==> config.mk <==
export PLATFORM = sky130hd
export DESIGN_NAME = dsuf_ctrl
export DESIGN_NICKNAME = d
export VERILOG_FILES = /design/src/hdl/dsuf_pkg.sv /design/src/hdl/dsuf_ctrl.sv
export VERILOG_INCLUDE_DIRS = /design/src /design/src/hdl
export SDC_FILE = /design/constraint.sdc
export NUM_CORES = 1
export LEC_CHECK = 0
export BUFFER_PORTS_ARGS = -buffer_cell sky130_fd_sc_hd__buf_2
export CORE_AREA = 2 2 39 41
export CTS_BUF_LIST = sky130_fd_sc_hd__clkbuf_16
export CTS_CLUSTER_DIAMETER = 60
export DETAILED_ROUTE_END_ITERATION = 8
export DIE_AREA = 0 0 41 43
export GPL_ROUTABILITY_DRIVEN = 0
export GPL_TIMING_DRIVEN = 0
export PLACE_DENSITY = 0.62
export SLEW_MARGIN = 20
export SYNTH_ARGS = -nofsm -noshare
export SYNTH_HDL_FRONTEND = slang
export SYNTH_SLANG_ARGS = --single-unit
==> constraint.sdc <==
create_clock -name clk -period 4.5 [get_ports clk]
set_input_delay 0.675 -clock clk [delete_from_list [all_inputs] [get_ports clk]]
set_output_delay 0.675 -clock clk [all_outputs]
set_load 0.01 [all_outputs]
==> src/hdl/disjoint_set_union_find_assert.svh <==
// ============================================================================
// Assertion macros for the disjoint-set engine
// Clocked on clk, disabled while rst_n is low.
// ============================================================================
`ifndef DISJOINT_SET_UNION_FIND_ASSERT_SVH
`define DISJOINT_SET_UNION_FIND_ASSERT_SVH

// same-cycle implication
`define DSUF_ASSERT_SAME(label, ante, cons) \
    label: assert property (@(posedge clk) disable iff (!rst_n) (ante) |-> (cons)) \
        else $error("dsuf: same-cycle check failed");

// next-cycle implication
`define DSUF_ASSERT_NEXT(label, ante, cons) \
    label: assert property (@(posedge clk) disable iff (!rst_n) (ante) |=> (cons)) \
        else $error("dsuf: next-cycle check failed");

`endif

==> src/hdl/dsuf_pkg.sv <==
// ============================================================================
// dsuf_pkg
// Types and constants shared by the disjoint-set engine modules.
// ============================================================================
package dsuf_pkg;

    localparam int ELEM_W               = 10;
    localparam int RANK_W               = 4;
    localparam int NUM_ELEMENTS_DEFAULT = 1024;

    localparam logic [RANK_W-1:0] RANK_MAX = '1;

    localparam logic OP_FIND  = 1'b0;
    localparam logic OP_UNION = 1'b1;

    typedef struct packed {
        logic              operation;
        logic [ELEM_W-1:0] element_a;
        logic [ELEM_W-1:0] element_b;
    } req_t;

    typedef struct packed {
        logic [ELEM_W-1:0] root;
        logic              merged;
    } rsp_t;

    typedef struct packed {
        logic clr_step;
        logic load_req;
        logic sel_b;
        logic walk_start;
        logic walk_step;
        logic save_root;
        logic comp_start;
        logic comp_step;
        logic link;
        logic bump;
        logic out_load;
    } cmd_t;

    typedef struct packed {
        logic clr_last;
        logic walk_at_root;
        logic comp_at_root;
        logic op_union;
        logic out_free;
    } status_t;

endpackage

==> src/hdl/dsuf_ctrl.sv <==
// ============================================================================
// dsuf_ctrl
// Sequencer: clearing sweep, root walk, path rewrite, link and result load.
// ============================================================================
`include "disjoint_set_union_find_assert.svh"

module dsuf_ctrl (
    input  logic              clk,
    input  logic              rst_n,
    input  logic              req_valid,
    output logic              req_ready,
    input  dsuf_pkg::status_t status,
    output dsuf_pkg::cmd_t    cmd
);
    import dsuf_pkg::*;

    typedef enum logic [3:0] {
        ST_INIT,
        ST_IDLE,
        ST_FIND_BEGIN,
        ST_WALK,
        ST_COMP,
        ST_FIND_END,
        ST_LINK,
        ST_BUMP,
        ST_RESULT
    } state_t;

    state_t state_reg;
    state_t state_next;
    logic   sel_b_reg;
    logic   sel_b_next;

    assign req_ready = state_reg == ST_IDLE;

    always_comb
    begin
        state_next = state_reg;
        sel_b_next = sel_b_reg;
        cmd        = '0;
        cmd.sel_b  = sel_b_reg;
        case (state_reg)
            ST_INIT:
            begin
                cmd.clr_step = 1'b1;
                if (status.clr_last)
                begin
                    state_next = ST_IDLE;
                end
            end
            ST_IDLE:
            begin
                if (req_valid)
                begin
                    cmd.load_req = 1'b1;
                    sel_b_next   = 1'b0;
                    state_next   = ST_FIND_BEGIN;
                end
            end
            ST_FIND_BEGIN:
            begin
                cmd.walk_start = 1'b1;
                state_next     = ST_WALK;
            end
            ST_WALK:
            begin
                if (status.walk_at_root)
                begin
                    cmd.save_root  = 1'b1;
                    cmd.comp_start = 1'b1;
                    state_next     = ST_COMP;
                end
                else
                begin
                    cmd.walk_step = 1'b1;
                end
            end
            ST_COMP:
            begin
                if (status.comp_at_root)
                begin
                    state_next = ST_FIND_END;
                end
                else
                begin
                    cmd.comp_step = 1'b1;
                end
            end
            ST_FIND_END:
            begin
                if (status.op_union && !sel_b_reg)
                begin
                    sel_b_next = 1'b1;
                    state_next = ST_FIND_BEGIN;
                end
                else if (status.op_union)
                begin
                    state_next = ST_LINK;
                end
                else
                begin
                    state_next = ST_RESULT;
                end
            end
            ST_LINK:
            begin
                cmd.link   = 1'b1;
                state_next = ST_BUMP;
            end
            ST_BUMP:
            begin
                cmd.bump   = 1'b1;
                state_next = ST_RESULT;
            end
            ST_RESULT:
            begin
                if (status.out_free)
                begin
                    cmd.out_load = 1'b1;
                    state_next   = ST_IDLE;
                end
            end
            default:
            begin
                state_next = ST_IDLE;
            end
        endcase
    end

    always_ff @(posedge clk or negedge rst_n)
    begin
        if (!rst_n)
        begin
            state_reg <= ST_INIT;
            sel_b_reg <= 1'b0;
        end
        else
        begin
            state_reg <= state_next;
            sel_b_reg <= sel_b_next;
        end
    end

    `DSUF_ASSERT_NEXT(a_accept_starts_a, req_valid && req_ready, (state_reg == ST_FIND_BEGIN) && !sel_b_reg)
    `DSUF_ASSERT_SAME(a_bump_after_link, state_reg == ST_BUMP, $past(state_reg) == ST_LINK)
    `DSUF_ASSERT_SAME(a_link_after_b, state_reg == ST_LINK, status.op_union && sel_b_reg)

endmodule

==> results of run 1 <==
==> power by group through the flow <==
stage / clock network [mW] / registers [mW] / logic (mW)
after floorplan: 0 / 0.0729 / 0.161
after global placement: 0 / 0.0761 / 0.214
after detailed placement: 0 / 0.0768 / 0.215
after CTS: 0.145 / 0.0765 / 0.216
after global routing: 0.147 / 0.0805 / 0.241
final: 0.141 / 0.0771 / 0.214
==> critical path: stages (launching register included) <==
cell,delay (ps)
dfrtp_1,340
clkbuf_1,170
clkbuf_1,250
nor4b_1,410
buf_4,170
buf_2,110
==> kinds of logic after synthesis <==
group	synth area share
multiplexers	0.0769
flip-flops	0.308
AND/OR/NAND/NOR	0.338
buffers and inverters	0.123
AO/OA/AOI/OAI	0.154
==> stage by stage <==
stage	util	power, mW
after floorplan	-	0.233
after CTS	0.434	0.437
after global routing	0.434	0.469
after detailed placement	0.377	0.292
final	0.434	0.432
after global placement	0.377	0.290
==> routing by layer <==
metal	global-route usage	vias to the layer above
li1	-	227
met4	0.0200	0
met1	0.194	220
met3	0.0681	0
met5	0	-
met2	0.200	13
==> worst max-delay path by stage <==
stage | startpoint | endpoint | slack, ps
CTS | state_reg[2] | cmd[5] | 2120
finish | state_reg[2] | cmd[5] | 2140
global route | state_reg[2] | cmd[5] | 1960
floorplan | state_reg[2] | cmd[5] | 2320
global placement | state_reg[2] | cmd[5] | 2390
detailed placement | state_reg[2] | cmd[5] | 2370
==> area by class of cell <==
cell class / count / share of cell area
Multi-Input combinational cell: 36 / 0.385
Sequential cell: 5 / 0.208
Timing Repair Buffer: 19 / 0.158
Clock buffer: 3 / 0.125
Buffer: 7 / 0.0708
Tap cell: 16 / 0.0333
Inverter: 2 / 0.0125
Clock inverter: 1 / 0.00625
==> cells in the final DEF, fill, tap and decap left out, types with 2 or more instances in the layout <==
cell	synthesis	routed
clkbuf_1	3	3
nand2_1	3	3
nand2b_1	4	4
inv_1	2	3
nor3_1	4	4
clkbuf_16	0	3
nor3b_1	2	2
nor4_1	4	4
dfrtp_1	5	5
nor2_1	3	3
buf_4	2	2
buf_2	1	20
mux2i_1	2	2
a21oi_1	3	3
==> summary.md, run 1 <==
| Metric | Value |
|---|---|
| Worst skew pair latency | `220 ps` |
| Final worst path period share | `0.525` |
| Grt total ovfl | `0` |
| Mapped Area | `407 sq um` |
| Met3 routed WL | `69 microns` |
| Comb pwr share | `0.496` |
| Clock Power Share | `0.326` |
| Antenna diodes | `0` |
| Clk buf depth | `2` |
| Hold buffers post-CTS | `0` |
| Most frequent cell after synthesis | `dfrtp_1` |
| Post-synth top area cell | `dfrtp_1` |
| Worst R2R End | `state_reg[0]` |
| Synth-to-Final Area Change | `47.7%` |
| RSZ-0062 raised after global routing | `no` |
| Async S/R FF share, synth | `1.00` |
| Crit Path Category | `register to output pin` |
| Placed Cells | `85` |
| Layout cells sized above 1 | `0.356` |
| H-tree depth | `1` |
| DRC | `0` |
| Ranking of synthesized cells by area | `dfrtp_1 31%, nand2b_1 6.2%, nor4_1 6.2%, mux2i_1 4.9%, nor3_1 4.9%` |
| Num CTS Buffers | `3` |
| YS warnings | `0` |
| DR pass1 iterations | `4` |
| Uppermost routed layer | `met3` |
| Area of the multi-input gates | `231 sq um` |
| Setup slack, reg-to-reg | `2870 ps` |
| Final Non-Filler Cells | `89` |
| Post-synthesis cell type count | `25` |
| Post-DR vias/cell | `5.17` |
| TritonCTS clock tree | `done` |
| Root buffer cell | `clkbuf_16` |
| Synth Flop Type | `dfrtp_1` |
| Post-synth EDFFs | `0` |
| Post-synth top cells | `5 x dfrtp_1, 4 x nand2b_1, 4 x nor3_1, 4 x nor4_1` |
| Vias in the first global route | `411` |
| Hold WS | `260 ps` |
| Skew final | `0.855 ps` |
| Slew Viols, Final | `0` |
| Cts repair resizes | `0` |
| Filler Cell Count | `138` |
| Worst-Margin Slew | `393 ps` |
| Cell Area, Placed | `522 sq um` |
| Die width | `41 microns` |
| Final setup vio count | `0` |
| P_sw | `159 uW` |
| Worst setup SP type | `register` |
| Pre-CTS setup slack | `2370 ps` |
| Drt total wl | `1020 microns` |
| Reg2reg path depth | `5` |
| Num ports | `20` |
| Yosys top cell area share | `0.308` |
| Total GRT Usage | `0.141` |
| Arrival time worst endpoint | `1690 ps` |
| Pin count of the biggest net entering global routing | `11` |
| Clock sink count | `5` |
| Die Y | `43 microns` |
| Max-cap violations | `0` |
| Worst flop-to-flop path startpoint | `state_reg[1]` |
| FF+latch count, synth | `5` |
| Maximum VDD drop | `0.357 mV` |
| Hold crit path type | `primary input to asynchronous set/reset pin` |
| CP Data Required Time | `3830 ps` |
| Starting DRT DRC Count | `22` |
| Final Hold Viols | `0` |
| Initial antenna violation count | `0` |
| Met1 WL | `444 microns` |
| HPWL reported at the end of detailed placement | `785 microns` |
| Number of port buffers | `19` |
| Syn Area/Cell | `8.13 sq um` |
| Fin Setup TNS | `0 ps` |
| Post-route cell area | `601 sq um` |
| Slew headroom | `0.738` |
| Outcome | `complete, no violations` |
| Leakage power | `0.293 nW` |
| F_max | `423 MHz` |
| Routed vias | `460` |
| Setup crit end kind | `output pin` |
| DIE AREA | `1760 sq um` |
| Crit-path max FO | `10` |
| ANT nets after route | `0` |
| Max reg flops | `4` |
| Wire per inst | `11.4 microns` |
| Global-route wire length before repair | `1700 microns` |
| Tmin final | `2360 ps` |
| Final nets | `82` |
| Met2 wire len | `503 microns` |
| Power density over cell area | `720 nW/um^2` |
| Post-synthesis sequential area ratio | `0.308` |
| Initial Util | `0.294` |
| Core outline area | `1380 sq um` |
| Internal power | `273 uW` |
| Post-CTS Setup Bufs | `0` |
| Mapped Nets | `58` |
| Worst-path clk slew | `30 ps` |
| Net Sw Frac | `0.368` |
| Final setup margin | `2140 ps` |
| Row Count | `14` |
| FF+latch area | `125 sq um` |
| Flop pwr share | `0.178` |
| Mapped Cells | `50` |
Note: power is estimated with default switching activity, not from simulation.
==> run 2, diff against run 1 <==
Settings changed: ABC_AREA set to 1, CORE_AREA 2 2 39 41 to 2 2 40 42, DIE_AREA 0 0 41 43 to 0 0 42 44, PLACE_DENSITY 0.62 to 0.64.
Clock period 4.5 ns to 2.5 ns, I/O delays scaled along.
==> run 2 against run 1 <==
Effect of this change: hold slack better by 190 ps; clock skew shrank 0.62 ps; power is 91% higher; design area rose by 12%; sequential power grew 97%; utilization grew 3.9 points; setup slack worse by 1400 ps; area after synthesis rose by 15%; synthesized cell count rose by 44%; via count grew 5.2%; critical endpoint unchanged; largest cell class unchanged.
==> summary.md, run 2 <==
| Metric | Value |
|---|---|
| Post-DR vias/cell | `4.32 (was 5.17)` |
| H-tree depth | `1 (unchanged)` |
| Mapped Area | `467 sq um (was 407 sq um)` |
| DIE AREA | `1850 sq um (was 1760 sq um)` |
| Total GRT Usage | `0.123 (was 0.141)` |
| Power density over cell area | `1230 nW/um^2 (was 720 nW/um^2)` |
| Syn Area/Cell | `6.48 sq um (was 8.13 sq um)` |
| Max reg flops | `4 (unchanged)` |
| Max-cap violations | `0 (unchanged)` |
| Cts repair resizes | `0 (unchanged)` |
| Pin count of the biggest net entering global routing | `9 (was 11)` |
| Final setup vio count | `0 (unchanged)` |
| Filler Cell Count | `147 (was 138)` |
| Num CTS Buffers | `3 (unchanged)` |
| Fin Setup TNS | `0 ps (unchanged)` |
| TritonCTS clock tree | `done (unchanged)` |
| Root buffer cell | `clkbuf_16 (unchanged)` |
| ANT nets after route | `0 (unchanged)` |
| Final setup margin | `775 ps (was 2140 ps)` |
| Post-synthesis cell type count | `19 (was 25)` |
| Worst Hold Depth | `4` |
| Slew Viols, Final | `0 (unchanged)` |
| Post-synth top area cell | `dfrtp_1 (unchanged)` |
| Reg2reg path depth | `8 (was 5)` |
| Synth-to-Final Area Change | `43.7% (was 47.7%)` |
| F_max | `580 MHz` |
| Wire per inst | `8.88 microns (was 11.4 microns)` |
| Clk buf depth | `2 (unchanged)` |
| Die Y | `44 microns (was 43 microns)` |
| Setup slack, reg-to-reg | `1260 ps (was 2870 ps)` |
| Routed vias | `484 (was 460)` |
| Outcome | `complete, no violations (unchanged)` |
| Skew final | `0.233 ps (was 0.855 ps)` |
| RSZ-0062 raised after global routing | `no (unchanged)` |
| Number of port buffers | `19 (unchanged)` |
| Clock sink count | `5 (unchanged)` |
| DR pass1 iterations | `4 (unchanged)` |
| Worst flop-to-flop path startpoint | `state_reg[1] (unchanged)` |
| Worst setup SP type | `register (unchanged)` |
| Post-synth EDFFs | `0 (unchanged)` |
| Ranking of synthesized cells by area | `dfrtp_1 27%, nand2_1 15%, inv_1 9.7%, nor2_2 6.7%, nand3_2 6.4% (was dfrtp_1 31%, nand2b_1 6.2%, nor4_1 6.2%, mux2i_1 4.9%, nor3_1 4.9%)` |
| Row Count | `14 (unchanged)` |
| Arrival time worst endpoint | `1350 ps (was 1690 ps)` |
| Initial Util | `0.329 (was 0.294)` |
| Mapped Cells | `72 (was 50)` |
| Most frequent cells in the layout | `19 x nand2_1, 19 x buf_2, 13 x inv_1 (was 20 x buf_2, 5 x dfrtp_1, 4 x nand2b_1, 4 x nor3_1, 4 x nor4_1)` |
| Crit-path max FO | `5 (was 10)` |
| Layout cells sized above 1 | `0.427 (was 0.356)` |
| Worst R2R End | `state_reg[0] (unchanged)` |
| Leakage power | `0.437 nW (was 0.293 nW)` |
| Final worst path period share | `0.690` |
| WHS Endpoint | `state_reg[2]` |
| Pre-CTS setup slack | `994 ps (was 2370 ps)` |
| Crit Path Category | `register to output pin (unchanged)` |
| Core outline area | `1420 sq um (was 1380 sq um)` |
| Worst skew pair latency | `220 ps (about the same)` |
| Tmin final | `1730 ps` |
| Post-synth top cells | `19 x nand2_1, 12 x inv_1, 5 x dfrtp_1, 5 x nor2_1, 5 x nor2_2 (was 5 x dfrtp_1, 4 x nand2b_1, 4 x nor3_1, 4 x nor4_1)` |
| Worst-Margin Slew | `279 ps (was 393 ps)` |
| Post-synthesis sequential area ratio | `0.268 (was 0.308)` |
| CP Data Required Time | `2120 ps (was 3830 ps)` |
| Global-route wire length before repair | `1680 microns (was 1700 microns)` |
| Grt total ovfl | `0 (unchanged)` |
| Antenna diodes | `0 (unchanged)` |
| Synth Flop Type | `dfrtp_1 (unchanged)` |
| Yosys top cell area share | `0.268 (was 0.308)` |
| Starting DRT DRC Count | `6 (was 22)` |
| Mapped Nets | `80 (was 58)` |
| Final Hold Viols | `0 (unchanged)` |
| Setup crit end kind | `output pin (unchanged)` |
| Drt total wl | `995 microns (was 1020 microns)` |
| YS warnings | `0 (unchanged)` |
| FF+latch count, synth | `5 (unchanged)` |
| Num ports | `20 (unchanged)` |
| Most frequent cell after synthesis | `nand2_1 (was dfrtp_1)` |
| Final nets | `105 (was 82)` |
| Async S/R FF share, synth | `1.00 (unchanged)` |
| Hold Crit Start | `status[2]` |
| Maximum VDD drop | `0.635 mV (was 0.357 mV)` |
| HPWL reported at the end of detailed placement | `846 microns (was 785 microns)` |
| Initial antenna violation count | `0 (unchanged)` |
| Post-CTS Setup Bufs | `0 (unchanged)` |
| Vias in the first global route | `438 (was 411)` |
| Hold crit path type | `primary input to register (was primary input to asynchronous set/reset pin)` |
| DRC | `0 (unchanged)` |
| Slew headroom | `0.814 (was 0.738)` |
| Worst-path clk slew | `30 ps (about the same)` |
| Die width | `42 microns (was 41 microns)` |
-- run 2: worst max-delay path, stage by stage, from the launching register on --
cell and delay, ps:
dfrtp_1 430, nor2_2 230, nand2_1 120, nor2_1 120, buf_4 120, buf_2 110
-- run 2: stage by stage --
stage                     utilization  total power, mW  cell area, sq um  cells  hold slack, ps
after global routing            0.473            0.901               671    112             479
after detailed placement        0.410            0.580               582    107             195
final                           0.473            0.828               671    112             452
after global placement          0.410            0.574               582    107             194
after CTS                       0.473            0.838               671    112             456
after floorplan                     -            0.471               467     72            79.4
-- run 2: power breakdown --
part,internal [mW],switching [mW],total (mW)
registers,0.115,0.0376,0.152
logic,0.171,0.254,0.425
clock network,0.206,0.0443,0.251
total,0.492,0.336,0.828
-- run 2: worst max path at each step --
stage	cells after the start	to	slack (ps)	startpoint
after CTS	5	cmd[5]	750	state_reg[3]
after floorplan	4	cmd[5]	1070	state_reg[3]
final	5	cmd[5]	770	state_reg[3]
after detailed placement	5	cmd[5]	990	state_reg[3]
after global routing	5	cmd[5]	660	state_reg[3]
after global placement	5	cmd[5]	1020	state_reg[3]
-- run 2: timing repair --
| item | in CTS | in global routing |
|---|---|---|
| hold buffers | 1 | 0 |
| endpoints found under the hold margin | 5 | 0 |
| setup endpoints to repair | 0 | 0 |
-- run 2: metal layers --
metal / track usage / share of wire
met5: 0 / 0
met4: 0.0581 / 0
met1: 0.145 / 0.49
met3: 0.0500 / 0.076
met2: 0.197 / 0.44
-- run 2: logic make-up after synthesis --
kind of cell | count (synthesis) | synth area share
AO/OA/AOI/OAI | 2 | 0.0241
buffers and inverters | 19 | 0.188
flip-flops | 5 | 0.268
AND/OR/NAND/NOR | 46 | 0.520
-- run 2: final cells by class --
cell class | instances | area, sq um | share of cell area
buffer | 3 | 26.3 | 0.0392
clock buffer | 3 | 75.1 | 0.112
clock inverter | 1 | 3.75 | 0.00560
inverter | 16 | 61.3 | 0.0914
multi-input combinational | 48 | 254 | 0.379
sequential | 5 | 125 | 0.187
tap | 16 | 20.0 | 0.0299
timing repair buffer | 20 | 105 | 0.157
